**src/hw/rtl/sitrt_pkg.sv**
```systemverilog
// ----------------------------------------------------------------------------
// sitrt_pkg: shared types and constants for the radix text converter
// Character codes, radix limits, digit encoding and store write word.
// ----------------------------------------------------------------------------
package sitrt_pkg;

    localparam logic [7:0] CHAR_ZERO  = 8'h30;  // '0'
    localparam logic [7:0] CHAR_A     = 8'h61;  // 'a'
    localparam logic [7:0] CHAR_MINUS = 8'h2D;  // '-'
    localparam logic [7:0] CHAR_NUL   = 8'h00;  // terminator

    localparam logic [4:0] RADIX_MIN  = 5'd2;
    localparam logic [4:0] RADIX_MAX  = 5'd16;
    localparam logic [3:0] DEC_MAX    = 4'd9;
    localparam logic [7:0] LETTER_OFS = 8'd10;

    typedef logic [3:0] digit_t;

    // write word into the digit store
    typedef struct packed {
        logic   wr_en;
        digit_t wr_digit;
    } store_wr_t;

    function automatic logic [7:0] digit_char(input digit_t d);
        logic [7:0] dw;
        dw = {4'd0, d};
        if (d <= DEC_MAX)
        begin
            return CHAR_ZERO + dw;
        end
        return CHAR_A + dw - LETTER_OFS;
    endfunction

    // index of the most significant nonzero byte, 0 for a zero word
    function automatic logic [1:0] top_byte(input logic [31:0] w);
        priority if (w[31:24] != 8'd0)
        begin
            return 2'd3;
        end
        else if (w[23:16] != 8'd0)
        begin
            return 2'd2;
        end
        else if (w[15:8] != 8'd0)
        begin
            return 2'd1;
        end
        else
        begin
            return 2'd0;
        end
    endfunction

endpackage

```
**src/hw/rtl/sitrt_div_step.sv**
```systemverilog
// ----------------------------------------------------------------------------
// sitrt_div_step: one byte of long division by the radix
// Eight restoring steps: quotient byte and running remainder.
// ----------------------------------------------------------------------------
module sitrt_div_step
    import sitrt_pkg::*;
(
    input  digit_t     rem_in,
    input  logic [7:0] chunk,
    input  logic [4:0] radix,
    output logic [7:0] quo,
    output digit_t     rem_out
);

    always_comb
    begin
        logic [4:0] r;
        r   = {1'b0, rem_in};
        quo = 8'd0;
        for (int i = 7; i >= 0; i--)
        begin
            // remainder stays below radix, so 2r+1 fits in 5 bits
            r = {r[3:0], chunk[i]};
            if (r >= radix)
            begin
                r      = r - radix;
                quo[i] = 1'b1;
            end
        end
        rem_out = r[3:0];
    end

endmodule

```
**src/hw/rtl/sitrt_digit_store.sv**
```systemverilog
// ----------------------------------------------------------------------------
// sitrt_digit_store: digit register file
// Digits land least significant first and are read back in reverse.
// ----------------------------------------------------------------------------
module sitrt_digit_store
    import sitrt_pkg::*;
#(
    parameter int DEPTH = 32,
    parameter int IW    = 5
)
(
    input  logic          clk,
    input  store_wr_t     wr,
    input  logic [IW-1:0] wr_addr,
    input  logic [IW-1:0] rd_addr,
    output digit_t        rd_digit
);

    digit_t digits_reg [DEPTH];

    always_ff @(posedge clk)
    begin
        if (wr.wr_en)
        begin
            digits_reg[wr_addr] <= wr.wr_digit;
        end
    end

    assign rd_digit = digits_reg[rd_addr];

endmodule

```
**src/hw/rtl/signed_int_to_radix_text.sv**
```systemverilog
// ----------------------------------------------------------------------------
// signed_int_to_radix_text: signed 32-bit integer to ASCII text in radix 2..16
// Each digit runs its dividend through the shared byte divider from the top
//   nonzero byte down to byte 0; then one byte per cycle unless out_ready stalls.
// A new value is taken only in idle, once the terminator is loaded; longest
//   text is -2^31 in base 2 (32 digits, 34 bytes).
// Reset: rst_n clears sequencer and output valid; digit store is not cleared.
// ----------------------------------------------------------------------------
module signed_int_to_radix_text
    import sitrt_pkg::*;
#(
    parameter int DIGIT_STORE = 32
)
(
    input  logic        clk,
    input  logic        rst_n,
    input  logic        in_valid,
    output logic        in_ready,
    input  logic [31:0] value,
    input  logic [4:0]  radix,
    output logic        out_valid,
    input  logic        out_ready,
    output logic [7:0]  out_byte,
    output logic        is_last,
    output logic [5:0]  byte_count
);

    localparam int CW = $clog2(DIGIT_STORE + 1);  // digit count
    localparam int IW = $clog2(DIGIT_STORE);      // store index

    typedef enum logic [1:0] {ST_IDLE, ST_DIV, ST_EMIT} state_t;

    state_t        state_reg, state_next;
    logic [31:0]   mag_reg, mag_next;     // dividend of the current digit
    logic [31:0]   quo_reg, quo_next;     // quotient, built byte by byte
    logic [4:0]    radix_reg, radix_next;
    logic          neg_reg, neg_next;
    digit_t        rem_reg, rem_next;
    logic [1:0]    chunk_reg, chunk_next; // byte being divided
    logic [CW-1:0] n_reg, n_next;         // digits stored so far
    logic [CW-1:0] emit_idx_reg, emit_idx_next;
    logic          sign_pend_reg, sign_pend_next;
    logic [5:0]    total_reg, total_next; // byte count of the text in progress
    logic          out_valid_reg, out_valid_next;
    logic [7:0]    out_byte_reg, out_byte_next;
    logic          is_last_reg, is_last_next;
    logic [5:0]    byte_count_reg, byte_count_next;

    // shared divider hookup
    logic [7:0]    div_quo;
    digit_t        div_rem;
    logic [31:0]   quo_now;
    logic [CW-1:0] n_inc;

    // store hookup
    store_wr_t     st_wr;
    logic [CW-1:0] emit_dec;
    digit_t        rd_digit;

    sitrt_div_step u_div (
        .rem_in  (rem_reg),
        .chunk   (mag_reg[{chunk_reg, 3'b000} +: 8]),
        .radix   (radix_reg),
        .quo     (div_quo),
        .rem_out (div_rem)
    );

    sitrt_digit_store #(
        .DEPTH (DIGIT_STORE),
        .IW    (IW)
    ) u_store (
        .clk      (clk),
        .wr       (st_wr),
        .wr_addr  (n_reg[IW-1:0]),
        .rd_addr  (emit_dec[IW-1:0]),
        .rd_digit (rd_digit)
    );

    assign emit_dec = emit_idx_reg - CW'(1);
    assign n_inc    = n_reg + CW'(1);

    always_comb
    begin
        quo_now = quo_reg;
        quo_now[{chunk_reg, 3'b000} +: 8] = div_quo;
    end

    assign in_ready = (state_reg == ST_IDLE);

    always_comb
    begin
        state_next      = state_reg;
        mag_next        = mag_reg;
        quo_next        = quo_reg;
        radix_next      = radix_reg;
        neg_next        = neg_reg;
        rem_next        = rem_reg;
        chunk_next      = chunk_reg;
        n_next          = n_reg;
        emit_idx_next   = emit_idx_reg;
        sign_pend_next  = sign_pend_reg;
        total_next      = total_reg;
        out_valid_next  = out_valid_reg & ~out_ready;
        out_byte_next   = out_byte_reg;
        is_last_next    = is_last_reg;
        byte_count_next = byte_count_reg;
        st_wr.wr_en     = 1'b0;
        st_wr.wr_digit  = div_rem;

        unique case (state_reg)
            ST_IDLE:
            begin
                if (in_valid)
                begin
                    // magnitude: two's complement negate, 2^31 stays exact
                    mag_next   = value[31] ? (32'd0 - value) : value;
                    neg_next   = value[31];
                    priority if (radix < RADIX_MIN)
                    begin
                        radix_next = RADIX_MIN;
                    end
                    else if (radix > RADIX_MAX)
                    begin
                        radix_next = RADIX_MAX;
                    end
                    else
                    begin
                        radix_next = radix;
                    end
                    rem_next   = '0;
                    quo_next   = '0;
                    chunk_next = top_byte(value[31] ? (32'd0 - value) : value);
                    n_next     = '0;
                    state_next = ST_DIV;
                end
            end
            ST_DIV:
            begin
                rem_next = div_rem;
                quo_next = quo_now;
                if (chunk_reg == 2'd0)
                begin
                    // digit done: at least one digit even for zero
                    st_wr.wr_en = 1'b1;
                    n_next      = n_inc;
                    if (quo_now == 32'd0 || n_inc == CW'(DIGIT_STORE))
                    begin
                        state_next     = ST_EMIT;
                        sign_pend_next = neg_reg;
                        emit_idx_next  = n_inc;
                        total_next     = 6'(n_inc) + 6'd1 + {5'd0, neg_reg};
                    end
                    else
                    begin
                        mag_next   = quo_now;
                        quo_next   = '0;
                        rem_next   = '0;
                        chunk_next = top_byte(quo_now);
                    end
                end
                else
                begin
                    chunk_next = chunk_reg - 2'd1;
                end
            end
            ST_EMIT:
            begin
                if (!out_valid_reg || out_ready)
                begin
                    out_valid_next  = 1'b1;
                    byte_count_next = total_reg;
                    priority if (sign_pend_reg)
                    begin
                        out_byte_next  = CHAR_MINUS;
                        is_last_next   = 1'b0;
                        sign_pend_next = 1'b0;
                    end
                    else if (emit_idx_reg != '0)
                    begin
                        out_byte_next = digit_char(rd_digit);
                        is_last_next  = 1'b0;
                        emit_idx_next = emit_dec;
                    end
                    else
                    begin
                        out_byte_next = CHAR_NUL;
                        is_last_next  = 1'b1;
                        state_next    = ST_IDLE;
                    end
                end
            end
            default:
            begin
                state_next = ST_IDLE;
            end
        endcase
    end

    always_ff @(posedge clk or negedge rst_n)
    begin
        if (!rst_n)
        begin
            state_reg     <= ST_IDLE;
            out_valid_reg <= 1'b0;
        end
        else
        begin
            state_reg     <= state_next;
            out_valid_reg <= out_valid_next;
        end
    end

    // datapath, no reset needed
    always_ff @(posedge clk)
    begin
        mag_reg        <= mag_next;
        quo_reg        <= quo_next;
        radix_reg      <= radix_next;
        neg_reg        <= neg_next;
        rem_reg        <= rem_next;
        chunk_reg      <= chunk_next;
        n_reg          <= n_next;
        emit_idx_reg   <= emit_idx_next;
        sign_pend_reg  <= sign_pend_next;
        total_reg      <= total_next;
        out_byte_reg   <= out_byte_next;
        is_last_reg    <= is_last_next;
        byte_count_reg <= byte_count_next;
    end

    assign out_valid  = out_valid_reg;
    assign out_byte   = out_byte_reg;
    assign is_last    = is_last_reg;
    assign byte_count = byte_count_reg;

`ifndef ASSERT_OFF
    // terminator word and only the terminator word carries a zero byte
    a_last_is_nul: assert property (@(posedge clk) disable iff (!rst_n)
        out_valid && is_last |-> out_byte == CHAR_NUL)
        else $error("last word is not the terminator");

    a_nul_is_last: assert property (@(posedge clk) disable iff (!rst_n)
        out_valid && !is_last |-> out_byte != CHAR_NUL)
        else $error("zero byte before the last word");

    // divider remainder must stay below the radix
    a_rem_range: assert property (@(posedge clk) disable iff (!rst_n)
        state_reg == ST_DIV |-> {1'b0, rem_reg} < radix_reg)
        else $error("remainder not below radix");

    // an accepted word blocks the input for the next cycle
    a_busy_after_accept: assert property (@(posedge clk) disable iff (!rst_n)
        in_valid && in_ready |=> !in_ready)
        else $error("input accepted while converting");

    // sequencer never loads a new byte over a word still waiting
    a_out_hold: assert property (@(posedge clk) disable iff (!rst_n)
        out_valid && !out_ready |=> out_valid && $stable(out_byte) && $stable(is_last)
            && $stable(byte_count))
        else $error("output word changed while stalled");
`endif

endmodule
```
**config.mk**
```make
export PLATFORM = sky130hd
export DESIGN_NAME = signed_int_to_radix_text
export DESIGN_NICKNAME = d
export VERILOG_FILES = /design/src/hw/rtl/sitrt_pkg.sv /design/src/hw/rtl/sitrt_div_step.sv /design/src/hw/rtl/sitrt_digit_store.sv /design/src/hw/rtl/signed_int_to_radix_text.sv
export SDC_FILE = /design/constraint.sdc
export NUM_CORES = 1
export LEC_CHECK = 0
export BUFFER_PORTS_ARGS = -buffer_cell sky130_fd_sc_hd__buf_2
export CORE_ASPECT_RATIO = 0.5
export CORE_MARGIN = 1.5
export CORE_UTILIZATION = 34
export CTS_CLUSTER_SIZE = 14
export DETAILED_ROUTE_END_ITERATION = 12
export GPL_TIMING_DRIVEN = 0
export PLACE_DENSITY = 0.6
export SLEW_MARGIN = 20
export SYNTH_ARGS = -nofsm -noshare
export SYNTH_HDL_FRONTEND = slang
export SYNTH_SLANG_ARGS = --single-unit
```
**constraint.sdc**
```tcl
create_clock -name clk -period 13.71 [get_ports clk]
set_input_delay 0 -clock clk [delete_from_list [all_inputs] [get_ports clk]]
set_output_delay 0 -clock clk [all_outputs]
set_load 0.02 [all_outputs]
```
Word level (Yosys, flattened, before mapping)
Memories as Yosys holds them, arrays and structs flattened.
Cells that the tools add are included.
Word-level totals
  output and inout port bits: 17
  memory bits (writable): 128
  register bits after elaboration: 113
  input bits: 41
  word-level logic and storage cells: 168
  memories kept: 1
Cells by class
  add/subtract/negate cells: 18
  reduce and logical (&&, ||, !) cells: 27
  shift operators: 3
  equality and inequality tests: 12
  mux-type cells: 76
  bitwise operators: 3
  $lt $le $gt $ge: 11
Memories
  u_store.digits_reg: words 32, width 4, rd ports 1, clocked after Yosys merged registers in 0, wr ports 1, RTL line sitrt_digit_store.sv:19  | digit_t digits_reg [DEPTH];
Operator list (number)
  32-bit 2-to-1 mux: 7
  32-bit one-hot mux with 2 select lines: 2
  6-bit 2-to-1 mux: 8
  8-bit nonzero test: 6
  4-bit 2-to-1 mux: 11
  5-bit greater-or-equal comparator: 8
  32-bit bitwise mux: 1
  32-bit logical NOT: 1
  8-bit by 7-bit variable shift with 32-bit output (first input constant): 1
  32-bit by 6-bit indexed part select with 8-bit output: 1
  8-bit by 7-bit indexed part select with 32-bit output: 1
  1-bit by 32-bit subtractor with 32-bit output (first input constant): 1
  4-bit subtractor: 8
  2-bit 2-to-1 mux: 13
  1-bit 2-to-1 mux: 25
  6-bit one-hot mux with 2 select lines: 2
  8-bit 2-to-1 mux: 2
  2-bit inequality test (second input constant): 8
  6-bit by 1-bit adder with 6-bit output (second input constant): 2
  6-bit AND reduction: 2
  3-bit AND reduction: 3
  7-bit by 4-bit adder with 8-bit output (first input constant): 1
  4-bit one-hot mux with 2 select lines: 1
  4-bit AND reduction: 2
  other kinds (26): 33

Depth between registers and ports, before layout
Gate-level depths: netlist (run 1).
  depth after elaboration: 26
  depth in mapped cells: 63

Modules after synthesis
A second synthesis (run 1) with hierarchy kept.
Second synthesis, totals
  cell total of the unflattened synthesis: 1059
  area, all modules: 13402.9 um2
By module, submodules not included
  signed_int_to_radix_text: cells each 619, area each 6592.6 um2, times used 1
  sitrt_digit_store: cells each 227, area each 5058.6 um2, times used 1
  sitrt_div_step: cells each 213, area each 1751.7 um2, times used 1

Worst setup path after synthesis (run 1)
No wires, ideal clock.
  path kind: reg-to-reg
  start: reg chunk_reg[0]
  end: mem u_store.digits_reg[0][0] (netlist name) (data pin)
  path buffers: 4
  cell stages (with the launch flop): 46
  data arrival time: 11181 ps
  required time: 13333 ps
  slack: 2152 ps
  clock period less this slack: 11558 ps
  cells stage by stage: edfxtp_1 > buf_2 > mux4_2 > inv_1 > ha_1 > nand2b_1 > a31oi_1 > o21ai_0 > clkbuf_1 > nor2_1 > a21oi_1 > ha_1 > a21o_1 > a31oi_1 > o21ai_0 > clkbuf_1 > o21ai_0 > inv_1 > (+10 left out) > a31oi_1 > mux2_2 > inv_1 > ha_1 > a21o_1 > a31oi_1 > o21ai_1 > mux2_2 > ha_1 > nand2_1 > o21ai_1 > mux2_2 > ha_1 > nand2_1 > o21ai_0 > clkbuf_1 > nor2_1 > a21oi_1
Between the ends
  longest elaborated chain between the ends: 17
Ends and longest elaborated chain
  from (decl): RTL line signed_int_to_radix_text.sv:39  | logic [1:0] chunk_reg, chunk_next;
  from (signal assigned): RTL line signed_int_to_radix_text.sv:221  | chunk_reg <= chunk_next;
  32-bit by 6-bit indexed part select with 8-bit output *: RTL line signed_int_to_radix_text.sv:62  | .chunk (mag_reg[{chunk_reg, 3'b000} +: 8]),
  4-bit subtractor or 5-bit greater-or-equal comparator (tied branches): RTL line sitrt_div_step.sv:26, sitrt_div_step.sv:24
  4-bit 2-to-1 mux: RTL line sitrt_div_step.sv:24  | if (r >= radix)
  4-bit subtractor or 5-bit greater-or-equal comparator (tied branches): RTL line sitrt_div_step.sv:26, sitrt_div_step.sv:24
  4-bit 2-to-1 mux: RTL line sitrt_div_step.sv:24
  4-bit subtractor or 5-bit greater-or-equal comparator (tied branches): RTL line sitrt_div_step.sv:26, sitrt_div_step.sv:24
  4-bit 2-to-1 mux: RTL line sitrt_div_step.sv:24
  4-bit subtractor or 5-bit greater-or-equal comparator (tied branches): RTL line sitrt_div_step.sv:26, sitrt_div_step.sv:24
  (+2 left out)
  4-bit 2-to-1 mux: RTL line sitrt_div_step.sv:24
  4-bit subtractor or 5-bit greater-or-equal comparator (tied branches): RTL line sitrt_div_step.sv:26, sitrt_div_step.sv:24
  4-bit 2-to-1 mux: RTL line sitrt_div_step.sv:24
  4-bit subtractor or 5-bit greater-or-equal comparator (tied branches): RTL line sitrt_div_step.sv:26, sitrt_div_step.sv:24
  4-bit 2-to-1 mux: RTL line sitrt_div_step.sv:24
  5-bit greater-or-equal comparator: RTL line sitrt_div_step.sv:24
  4-bit 2-to-1 mux *: RTL line sitrt_div_step.sv:24
  net div_rem[0]: RTL line signed_int_to_radix_text.sv:51  | digit_t div_rem;
  to (decl): RTL line sitrt_digit_store.sv:19
The timed path passes the listed nets; every way through them passes the cells marked *.

Final worst setup path (run 1)
  start: reg chunk_reg[0]
  end: reg total_reg[3] (enable)
Between the ends
  longest elaborated chain between the ends: 22
Ends and longest elaborated chain
  32-bit by 6-bit indexed part select with 8-bit output: RTL line signed_int_to_radix_text.sv:62
  4-bit subtractor or 5-bit greater-or-equal comparator (tied branches): RTL line sitrt_div_step.sv:26, sitrt_div_step.sv:24
  4-bit 2-to-1 mux: RTL line sitrt_div_step.sv:24
  4-bit subtractor or 5-bit greater-or-equal comparator (tied branches): RTL line sitrt_div_step.sv:26, sitrt_div_step.sv:24
  4-bit 2-to-1 mux: RTL line sitrt_div_step.sv:24
  4-bit subtractor or 5-bit greater-or-equal comparator (tied branches): RTL line sitrt_div_step.sv:26, sitrt_div_step.sv:24
  4-bit 2-to-1 mux: RTL line sitrt_div_step.sv:24
  4-bit subtractor or 5-bit greater-or-equal comparator (tied branches): RTL line sitrt_div_step.sv:26, sitrt_div_step.sv:24
  (+6 left out)
  4-bit 2-to-1 mux: RTL line sitrt_div_step.sv:24
  5-bit greater-or-equal comparator: RTL line sitrt_div_step.sv:24
  1-bit 2-to-1 mux: RTL line sitrt_div_step.sv:24
  8-bit by 7-bit indexed part select with 32-bit output: RTL line signed_int_to_radix_text.sv:85  | quo_now[{chunk_reg, 3'b000} +: 8] = div_quo;
  32-bit bitwise mux: RTL line signed_int_to_radix_text.sv:85
  32-bit logical NOT: RTL line signed_int_to_radix_text.sv:146  | if (quo_now == 32'd0 || n_inc == CW'(DIGIT_STORE))
  1-bit logical OR: RTL line signed_int_to_radix_text.sv:146
  3-bit AND reduction (no line) *
  to (signal assigned): RTL line signed_int_to_radix_text.sv:225  | total_reg <= total_next;
  to (decl): RTL line signed_int_to_radix_text.sv:43  | logic [5:0] total_reg, total_next;
Every way passes the cells marked *; elsewhere a longest branch is shown, timed or not.
A chain may end at the register's enable or synchronous reset.

==> summary.md, run 1 <==
| Metric | Value |
|---|---|
| Status | complete, no violations |
| Clock tree buffer depth | 3 |
| Data arrival time of the critical path | 13.03 ns |
| Die boundary height | 142 um |
| CP Data Required Time | 13.93 ns |
| Slew @ Worst Pin | 0.994 ns |
| Max stage delay cell, worst path | sky130_fd_sc_hd__mux4_2 |
| Unrepaired setup endpoints after global routing | no |
| Number of cells produced by synthesis | 1008 |
| Placed wire-length estimate after detailed placement | 22900 um |
| Number of design rule violations left after detail routing | 0 |
| Clock period minus worst slack | 12.82 ns |
| Post-synthesis simple-gate area fraction | 10.4% |
| Total routing usage reported by global routing | 16.0% |
| Post-DRT Antenna Nets | 0 |
| Clock latency on the worst-skew pair | 0.53 ns |
| Gr ovfl total | 0 |
| Max-capacitance violation count | 0 |
| Synth-to-Final Area Change | 16.7% |
| Die ar. | 39700 um2 |
| Met3 Use GR | 2.17% |
| Met2 track utilization from global routing | 26.0% |
| Worst hold margin | 0.0243 ns |
| CTS root buffer | sky130_fd_sc_hd__clkbuf_16 |
| Yosys warning total | 0 |
| Post-synth top flop | sky130_fd_sc_hd__edfxtp_1 |
| Hold/Removal Path Class | primary input to register |
| Clock Pin Slew Worst Setup and Hold Paths | 0.06 ns |
| Cell repeated most along the worst path | sky130_fd_sc_hd__ha_1 |
| Commonest cells after routing, fill and taps aside | sky130_fd_sc_hd__edfxtp_1 (237), sky130_fd_sc_hd__nor2_1 (99), sky130_fd_sc_hd__nand2_1 (67) |
| Synthesized-area fraction occupied by ao, oa, aoi and oai cells | 9.19% |
| Largest clock skew in the final design | 0.0105 ns |
| Synth Register Bits | 240 |
| Start of the worst register-to-register path | chunk_reg[0] |
| Fmax | 0.0780 GHz |
| Count of final setup violators | 0 |
| Dominant combinational cell family by area after synthesis | multiplexers |
| Syn Std Cell Area | 13100 um2 |
| Non-filler cells in the finished layout | 1659 |
| Global routing met1 resource utilization | 22.2% |
| Number of iterations in the first detailed-routing pass | 5 |
| Pin count of the biggest net entering global routing | 34 |
| DR WL/cell | 19.3 um |
| Number of violations reported at the end of detailed-routing iteration 0 | 794 |
| Number of pins with negative max-slew slack in the final report | 0 |
| Relative slew slack | 33.2% |
| Crit end category | register |
| Synth cell types | 70 |
| Count of antenna diodes in the layout | 0 |
| Horiz. Die Dim | 280 um |
| Number of synthesized flops with an enable pin | 237 |
| Weighted congestion at the end of routability-driven global placement | 0.895 |
| Worst setup path startpoint | chunk_reg[0] |
| Kind of start point of the critical path | register |
| Via count of the first global-routing pass | 8709 |
| Total Nets Final | 1226 |
| Critical path class | register to register |
| Total wirelength of the detailed-routed design | 32000 um |
| Total number of placement rows | 50 |
| Mux contribution to synthesized area | 11.6% |
| Peak per-stage delay on the critical path | 0.57 ns |
| Number of flip-flops under the largest register name | 128 |
| Post-Syn Nets | 1114 |
| Number of buffers created by CTS | 25 |
| Most common cell after layout, fill and taps aside | sky130_fd_sc_hd__edfxtp_1 |
| Port Buf Inserts | 52 |
| Wire length of the first global-routing pass | 49200 um |
| Initial cell density of the core | 34.7% |
| Area of the core | 37700 um2 |
| Number of antenna violations at the first check in global routing | 0 |
| Number of clock sinks seen by CTS | 240 |
| Hold violation total from the final report | 0 |
| Via/cell ratio | 5.31 |
| Post-synthesis adder-cell area fraction | 6.68% |
| Most utilized layer in the global route result | met2 |
| Ranking of synthesized cells by area | sky130_fd_sc_hd__edfxtp_1 (54%), sky130_fd_sc_hd__mux4_2 (7.9%), sky130_fd_sc_hd__ha_1 (5.5%) |
| Count of H-tree levels built during CTS | 1 |
| TritonCTS clock tree | yes |
| Dpl cells | 1581 |
| Post-Syn Area per Cell | 13.0 um2 |
| Final worst path period share | 93.5% |
| Share of synthesized area occupied by flip-flops and latches | 55.0% |
| Share of layout cells above drive strength 1 | 18.7% |
| Post-synthesis share of cell area spent on xor and xnor gates | 4.08% |
| Min-delay src | value[3] |
| Vias after detailed routing | 8802 |
| IO Count | 58 |
| Largest fanout of any net on the critical path | 10 |
| Post-synthesis async set-or-reset flop share | 1.25% |
| Top-area cell type share of the netlist area | 54.4% |
| Library cell with the largest summed area after synthesis | sky130_fd_sc_hd__edfxtp_1 |
## cell families after synthesis
family | after synthesis
AO/OA/AOI/OAI | 182
multiplexers | 90
buffers and inverters | 90
XOR/XNOR | 60
other | 1
flip-flops | 240
adder cells (fa/ha/maj) | 65
AND/OR/NAND/NOR | 280
## through the flow
step / instance area [um2] / utilization (%) / TNS [ns] / setup slack (ns)
CTS: 15200 / 40.3 / 0 / 0.0343
floorplan: 13100 / - / 0 / 2.15
global route: 15200 / 40.5 / 0 / 0.0733
finish: 15200 / 40.5 / 0 / 0.892
global placement: 14000 / 37.1 / -231.96 / -2.11
detailed placement: 14000 / 37.3 / -263.77 / -1.33
## per-layer routing
metal / wire, um / vias up
li1: - / 4073
met1: 14400 / 4389
met2: 14900 / 275
met3: 1850 / 65
met4: 874 / 0
met5: 0 / -
## final cells by class
cell class | instances | area [um2]
Fill cell | 3590 | 22400
Sequential cell | 240 | 7190
Multi-Input combinational cell | 679 | 5600
Clock buffer | 39 | 748
Tap cell | 520 | 651
Timing Repair Buffer | 84 | 581
Buffer | 43 | 220
Inverter | 47 | 176
Clock inverter | 7 | 83.8
## worst paths after layout
| path | to | slack (ns) | cells past startpoint |
|---|---|---|---|
| worst max-delay path | total_reg[3] | 0.89 | 51 |
| worst min-delay path | mag_reg[3] | 0.02 | 3 |
| worst max register to register | total_reg[3] | 0.89 | 51 |
| worst min register to register | byte_count[5] | 0.42 | 0 |
| max in group asynchronous | state_reg[0] | 13.21 | 3 |
| min in group asynchronous | out_valid | 0.34 | 3 |
## synth_stat cells, types with 3 or more instances
master and number:
sky130_fd_sc_hd__dfrtp_1 3, sky130_fd_sc_hd__nand2b_1 13, sky130_fd_sc_hd__nor2b_1 13, sky130_fd_sc_hd__mux4_2 46, sky130_fd_sc_hd__inv_1 45, sky130_fd_sc_hd__fa_1 8
sky130_fd_sc_hd__or4_1 9, sky130_fd_sc_hd__a22o_1 3, sky130_fd_sc_hd__o41ai_1 5, sky130_fd_sc_hd__nand3b_1 4, sky130_fd_sc_hd__or3b_2 3, sky130_fd_sc_hd__a211oi_1 3
sky130_fd_sc_hd__ha_1 57, sky130_fd_sc_hd__xnor2_1 41, sky130_fd_sc_hd__nor2_1 101, sky130_fd_sc_hd__and2_1 4, sky130_fd_sc_hd__nand3_1 11, sky130_fd_sc_hd__buf_4 5
sky130_fd_sc_hd__buf_6 3, sky130_fd_sc_hd__mux2i_1 26, sky130_fd_sc_hd__a21o_1 19, sky130_fd_sc_hd__clkbuf_1 26, sky130_fd_sc_hd__a31oi_1 9, sky130_fd_sc_hd__nand4_1 5
sky130_fd_sc_hd__a22oi_1 31, sky130_fd_sc_hd__o21ai_0 45, sky130_fd_sc_hd__o31ai_1 7, sky130_fd_sc_hd__edfxtp_1 237, sky130_fd_sc_hd__nor4_1 17, sky130_fd_sc_hd__buf_2 6
sky130_fd_sc_hd__nand2_1 67, sky130_fd_sc_hd__o21ai_1 5, sky130_fd_sc_hd__nor3b_1 6, sky130_fd_sc_hd__a21oi_1 35, sky130_fd_sc_hd__mux2_2 17, sky130_fd_sc_hd__nor3_1 11
sky130_fd_sc_hd__xor2_1 18
## critical path: cells and delay by family (launching register included)
family	cells	cell delay [ns]
flops	1	0.41
compound gates	27	6.18
simple gates	4	1.00
buf+inv	9	1.48
mux	3	1.23
fa+ha+maj	8	2.19
## timing repair
item                                   in CTS  in global routing
endpoints found under the hold margin      29                  0
setup endpoints to repair                 218                218
resized for setup                           7                 12
hold buffers                               27                  0
gates cloned                                1                  0
setup buffers                               0                  4
pin swaps                                   0                  1
Power of run 1 is not shown: default switching activity piles up to over one toggle a cycle in this logic, so the estimate is an artifact.
==> run 2, diff against run 1 <==
REMOVE_ABC_BUFFERS = 1   (was not set)
==> summary.md, run 2 (same netlist as run 1, synthesis figures left out) <==
| Metric | Value |
|---|---|
| Number of antenna violations at the first check in global routing | 0 |
| Hold/Removal Path Class | primary input to register |
| Slew @ Worst Pin | 1.13 ns |
| Number of pins with negative max-slew slack in the final report | 0 |
| Weighted congestion at the end of routability-driven global placement | 0.869 |
| Synth-to-Final Area Change | 15.9% |
| Max-capacitance violation count | 0 |
| Count of antenna diodes in the layout | 0 |
| Number of flip-flops under the largest register name | 128 |
| Total Nets Final | 1195 |
| Post-DRT Antenna Nets | 0 |
| Met3 Use GR | 2.85% |
| Via/cell ratio | 5.29 |
| Number of violations reported at the end of detailed-routing iteration 0 | 747 |
| Die ar. | 39700 um2 |
| Non-filler cells in the finished layout | 1628 |
| Crit end category | register |
| Die boundary height | 142 um |
| Commonest cells after routing, fill and taps aside | sky130_fd_sc_hd__edfxtp_1 (237), sky130_fd_sc_hd__nor2_1 (98), sky130_fd_sc_hd__nand2_1 (67) |
| Area of the core | 37700 um2 |
| Final worst path period share | 91.6% |
| Clock period minus worst slack | 12.56 ns |
| Count of final setup violators | 0 |
| Fmax | 0.0796 GHz |
| Global routing met1 resource utilization | 21.0% |
| IO Count | 58 |
| Clock Pin Slew Worst Setup and Hold Paths | 0.06 ns |
| Via count of the first global-routing pass | 8657 |
| Most utilized layer in the global route result | met2 |
| Total wirelength of the detailed-routed design | 31100 um |
| Hold violation total from the final report | 0 |
| Number of clock sinks seen by CTS | 240 |
| CTS root buffer | sky130_fd_sc_hd__clkbuf_16 |
| Relative slew slack | 23.9% |
| DR WL/cell | 19.1 um |
| Gr ovfl total | 0 |
| Number of design rule violations left after detail routing | 0 |
| TritonCTS clock tree | yes |
| Data arrival time of the critical path | 12.73 ns |
| Peak per-stage delay on the critical path | 0.54 ns |
| Wire length of the first global-routing pass | 48700 um |
| Count of H-tree levels built during CTS | 1 |
| Port Buf Inserts | 56 |
| Number of buffers created by CTS | 25 |
| Clock latency on the worst-skew pair | 0.55 ns |
| Status | complete, no violations |
| Number of iterations in the first detailed-routing pass | 5 |
| Unrepaired setup endpoints after global routing | no |
| Placed wire-length estimate after detailed placement | 21900 um |
| Clock tree buffer depth | 3 |
| Vias after detailed routing | 8605 |
| CP Data Required Time | 13.88 ns |
| Worst-case setup slack after placement | -1.60 ns |
| Initial cell density of the core | 34.7% |
| Dpl cells | 1550 |
| Largest clock skew in the final design | 0.00756 ns |
| Cell repeated most along the worst path | sky130_fd_sc_hd__ha_1 |
| Final worst setup slack | 1.15 ns |
| Horiz. Die Dim | 280 um |
| Share of layout cells above drive strength 1 | 18.5% |
| Largest fanout of any net on the critical path | 11 |
| Total routing usage reported by global routing | 15.7% |
| Max stage delay cell, worst path | sky130_fd_sc_hd__mux4_2 |
| Critical path class | register to register |
| Pin count of the biggest net entering global routing | 47 |
| Met2 track utilization from global routing | 26.3% |
| Total number of placement rows | 50 |
| Most common cell after layout, fill and taps aside | sky130_fd_sc_hd__edfxtp_1 |
| Kind of start point of the critical path | register |
==> run 2: changes by cell type in the layout (fill, tap and decap cells not counted), moves of 3 or more <==
cell / delta
sky130_fd_sc_hd__clkbuf_8: -3
sky130_fd_sc_hd__buf_4: -3
sky130_fd_sc_hd__clkinv_1: +4
sky130_fd_sc_hd__clkbuf_2: -6
sky130_fd_sc_hd__o21ai_0: -4
sky130_fd_sc_hd__clkbuf_1: -22
==> run 2: per-stage QoR <==
stage                     hold slack [ns]  area, um2  setup TNS, ns  utilization (%)
after floorplan                    -0.296      12900              0                -
after global placement             -0.201      13800        -789.59             36.6
after detailed placement           -0.202      14000        -244.05             37.1
after CTS                         0.00815      15100              0             40.2
after global routing               0.0263      15200              0             40.2
final                              0.0174      15200              0             40.2
==> run 2: layout make-up <==
cell class / count / area, um2
inverter: 47 / 176
sequential: 240 / 7190
tap: 520 / 651
timing repair buffer: 97 / 727
clock inverter: 10 / 91.3
fill: 3562 / 22500
clock buffer: 36 / 707
multi-input combinational: 678 / 5610
==> run 2: worst paths after layout <==
path	startpoint	slack [ns]	to	depth (start not counted)
worst max-delay path	chunk_reg[0]	1.15	emit_idx_reg[2]	48
worst min-delay path	value[7]	0.02	mag_reg[7]	4
worst max register to register	chunk_reg[0]	1.15	emit_idx_reg[2]	48
worst min register to register	total_reg[1]	0.43	byte_count[1]	0
max in group asynchronous	rst_n	13.22	state_reg[0]	3
min in group asynchronous	rst_n	0.34	out_valid	3
==> run 2: worst max-delay path: cells and delay by family (launching register included) <==
kind | cells | cell delay, ns
AND/OR/NAND/NOR | 7 | 1.27
flip-flops | 1 | 0.42
AO/OA/AOI/OAI | 22 | 5.30
buffers and inverters | 6 | 0.78
multiplexers | 5 | 1.96
adder cells (fa/ha/maj) | 8 | 2.41
==> run 2: repair_timing <==
action,4_1_cts,5_1_grt
hold buffers,28,0
cloned,0,0
setup buffers,3,1
pin swaps,0,2
endpoints found under the setup margin,218,217
hold endpoints to repair,29,0
gates resized for setup,6,9
==> run 2: layer usage <==
metal	up-vias	part of all wire, %
met5	-	0
met4	0	2.7
met3	59	5.1
met2	234	48
met1	4286	44
li1	4026	-
Power of run 2 is left out for the same reason.
==> run 3, diff against run 2 <==
CELL_PAD_IN_SITES_DETAIL_PLACEMENT = 0   (was not set)
CELL_PAD_IN_SITES_GLOBAL_PLACEMENT = 1   (was not set)
PLACE_DENSITY = 0.68   (was 0.6)
==> summary.md, run 3 (same netlist as run 1, synthesis figures left out) <==
| Metric | Value |
|---|---|
| Via count of the first global-routing pass | 8713 |
| Via/cell ratio | 5.26 |
| Number of iterations in the first detailed-routing pass | 5 |
| Number of design rule violations left after detail routing | 0 |
| Data arrival time of the critical path | 13.25 ns |
| Peak per-stage delay on the critical path | 0.54 ns |
| Max stage delay cell, worst path | sky130_fd_sc_hd__mux4_2 |
| Total number of placement rows | 50 |
| Count of H-tree levels built during CTS | 1 |
| Cell repeated most along the worst path | sky130_fd_sc_hd__ha_1 |
| Number of antenna violations at the first check in global routing | 1 |
| Hold violation total from the final report | 0 |
| Critical path buffer and inverter count | 6 |
| TritonCTS clock tree | yes |
| Largest fanout of any net on the critical path | 36 |
| Commonest cells after routing, fill and taps aside | sky130_fd_sc_hd__edfxtp_1 (237), sky130_fd_sc_hd__nor2_1 (98), sky130_fd_sc_hd__nand2_1 (67) |
| Total Nets Final | 1192 |
| Clock Pin Slew Worst Setup and Hold Paths | 0.06 ns |
| Pin count of the biggest net entering global routing | 47 |
| Total wirelength of the detailed-routed design | 31600 um |
| CP Data Required Time | 14.07 ns |
| Count of final setup violators | 0 |
| CTS root buffer | sky130_fd_sc_hd__clkbuf_16 |
| Clock latency on the worst-skew pair | 0.54 ns |
| Clock tree buffer depth | 3 |
| Number of clock sinks seen by CTS | 240 |
| Placed wire-length estimate after detailed placement | 22200 um |
| Kind of start point of the critical path | register |
| Hold/Removal Path Class | primary input to register |
| Die ar. | 39700 um2 |
| Final worst path period share | 94.0% |
| Initial cell density of the core | 34.7% |
| Critical path class | register to register |
| IO Count | 58 |
| Relative slew slack | 21.4% |
| Clock period minus worst slack | 12.89 ns |
| Total routing usage reported by global routing | 16.0% |
| Fmax | 0.0776 GHz |
| Horiz. Die Dim | 280 um |
| Port Buf Inserts | 56 |
| Unrepaired setup endpoints after global routing | no |
| Slew @ Worst Pin | 1.17 ns |
| Kind of cell with the highest combined delay on the critical path | compound AO/OA/AOI/OAI gates |
| Area of the core | 37700 um2 |
| DR WL/cell | 19.5 um |
| Count of antenna diodes in the layout | 0 |
| Largest clock skew in the final design | 0.0206 ns |
| Number of violations reported at the end of detailed-routing iteration 0 | 720 |
| Wire length of the first global-routing pass | 49200 um |
| Worst hold margin | 0.0221 ns |
| Share of layout cells above drive strength 1 | 18.5% |
| Number of pins with negative max-slew slack in the final report | 0 |
| Crit end category | register |
| Final core utilization | 40.0% |
| Die boundary height | 142 um |
| Max-capacitance violation count | 0 |
| Synth-to-Final Area Change | 15.3% |
| Status | complete, no violations |
| Most common cell after layout, fill and taps aside | sky130_fd_sc_hd__edfxtp_1 |
| Vias after detailed routing | 8526 |
| Number of flip-flops under the largest register name | 128 |
| Weighted congestion at the end of routability-driven global placement | 0.848 |
| Number of buffers created by CTS | 24 |
| Gr ovfl total | 0 |
| Post-DRT Antenna Nets | 0 |
[run 3: cell count changes in the layout (fill, tap and decap cells not counted), sizes merged]
cell / before / now
clkinv: 9 / 12
inv: 47 / 45
buf: 69 / 71
clkbuf: 36 / 30
bufinv: 1 / 2
dlygate4sd3: 28 / 24
[run 3: worst paths after layout]
kind | startpoint | to | slack [ns] | cells past startpoint
max in group asynchronous | rst_n | state_reg[0] | 13.19 | 3
setup / recovery | chunk_reg[0] | rem_reg[0] | 0.82 | 48
hold / removal | value[13] | mag_reg[13] | 0.02 | 4
min in group asynchronous | rst_n | out_valid | 0.35 | 3
setup reg to reg | chunk_reg[0] | rem_reg[0] | 0.82 | 48
hold reg to reg | total_reg[3] | byte_count[3] | 0.42 | 0
[run 3: worst min-delay path, delay by kind of cell]
family | cells | cell delay [ns]
buffers and inverters | 1 | 0.14
xor gates and xnor gates | 1 | 0.13
and+or+nand+nor | 1 | 0.08
AOI/OAI and AO/OA | 1 | 0.08
[run 3: repair_timing]
item | in CTS | in global routing
setup buffers | 2 | 3
endpoints found under the hold margin | 26 | 0
pin swaps | 0 | 1
setup endpoints to repair | 217 | 197
resized for setup | 4 | 8
hold buffers | 24 | 0
[run 3: metrics by stage]
step | TNS [ns] | instances | worst slack, ns | cell area, um2
after floorplan | 0 | 965 | 1.12 | 12900
final | 0 | 1622 | 0.822 | 15100
after global routing | 0 | 1622 | 0.0118 | 15100
after detailed placement | -131.76 | 1551 | -1.15 | 14000
after global placement | -907.32 | 1541 | -4.80 | 13800
after CTS | 0 | 1619 | 0.00804 | 15000
[run 3: final cells by class]
type | instances | area (um2)
Clock buffer | 30 | 623
Clock inverter | 12 | 115
Fill cell | 3556 | 22600
Inverter | 47 | 176
Multi-Input combinational cell | 678 | 5610
Sequential cell | 240 | 7190
Tap cell | 520 | 651
Timing Repair Buffer | 95 | 704
[run 3: routing by layer]
layer / routed length, um / track usage [%]
met3: 1690 / 2.77
met1: 14200 / 21.6
met2: 15000 / 27.0
met5: 12 / 0
met4: 663 / 3.78
Power of run 3 is left out for the same reason.
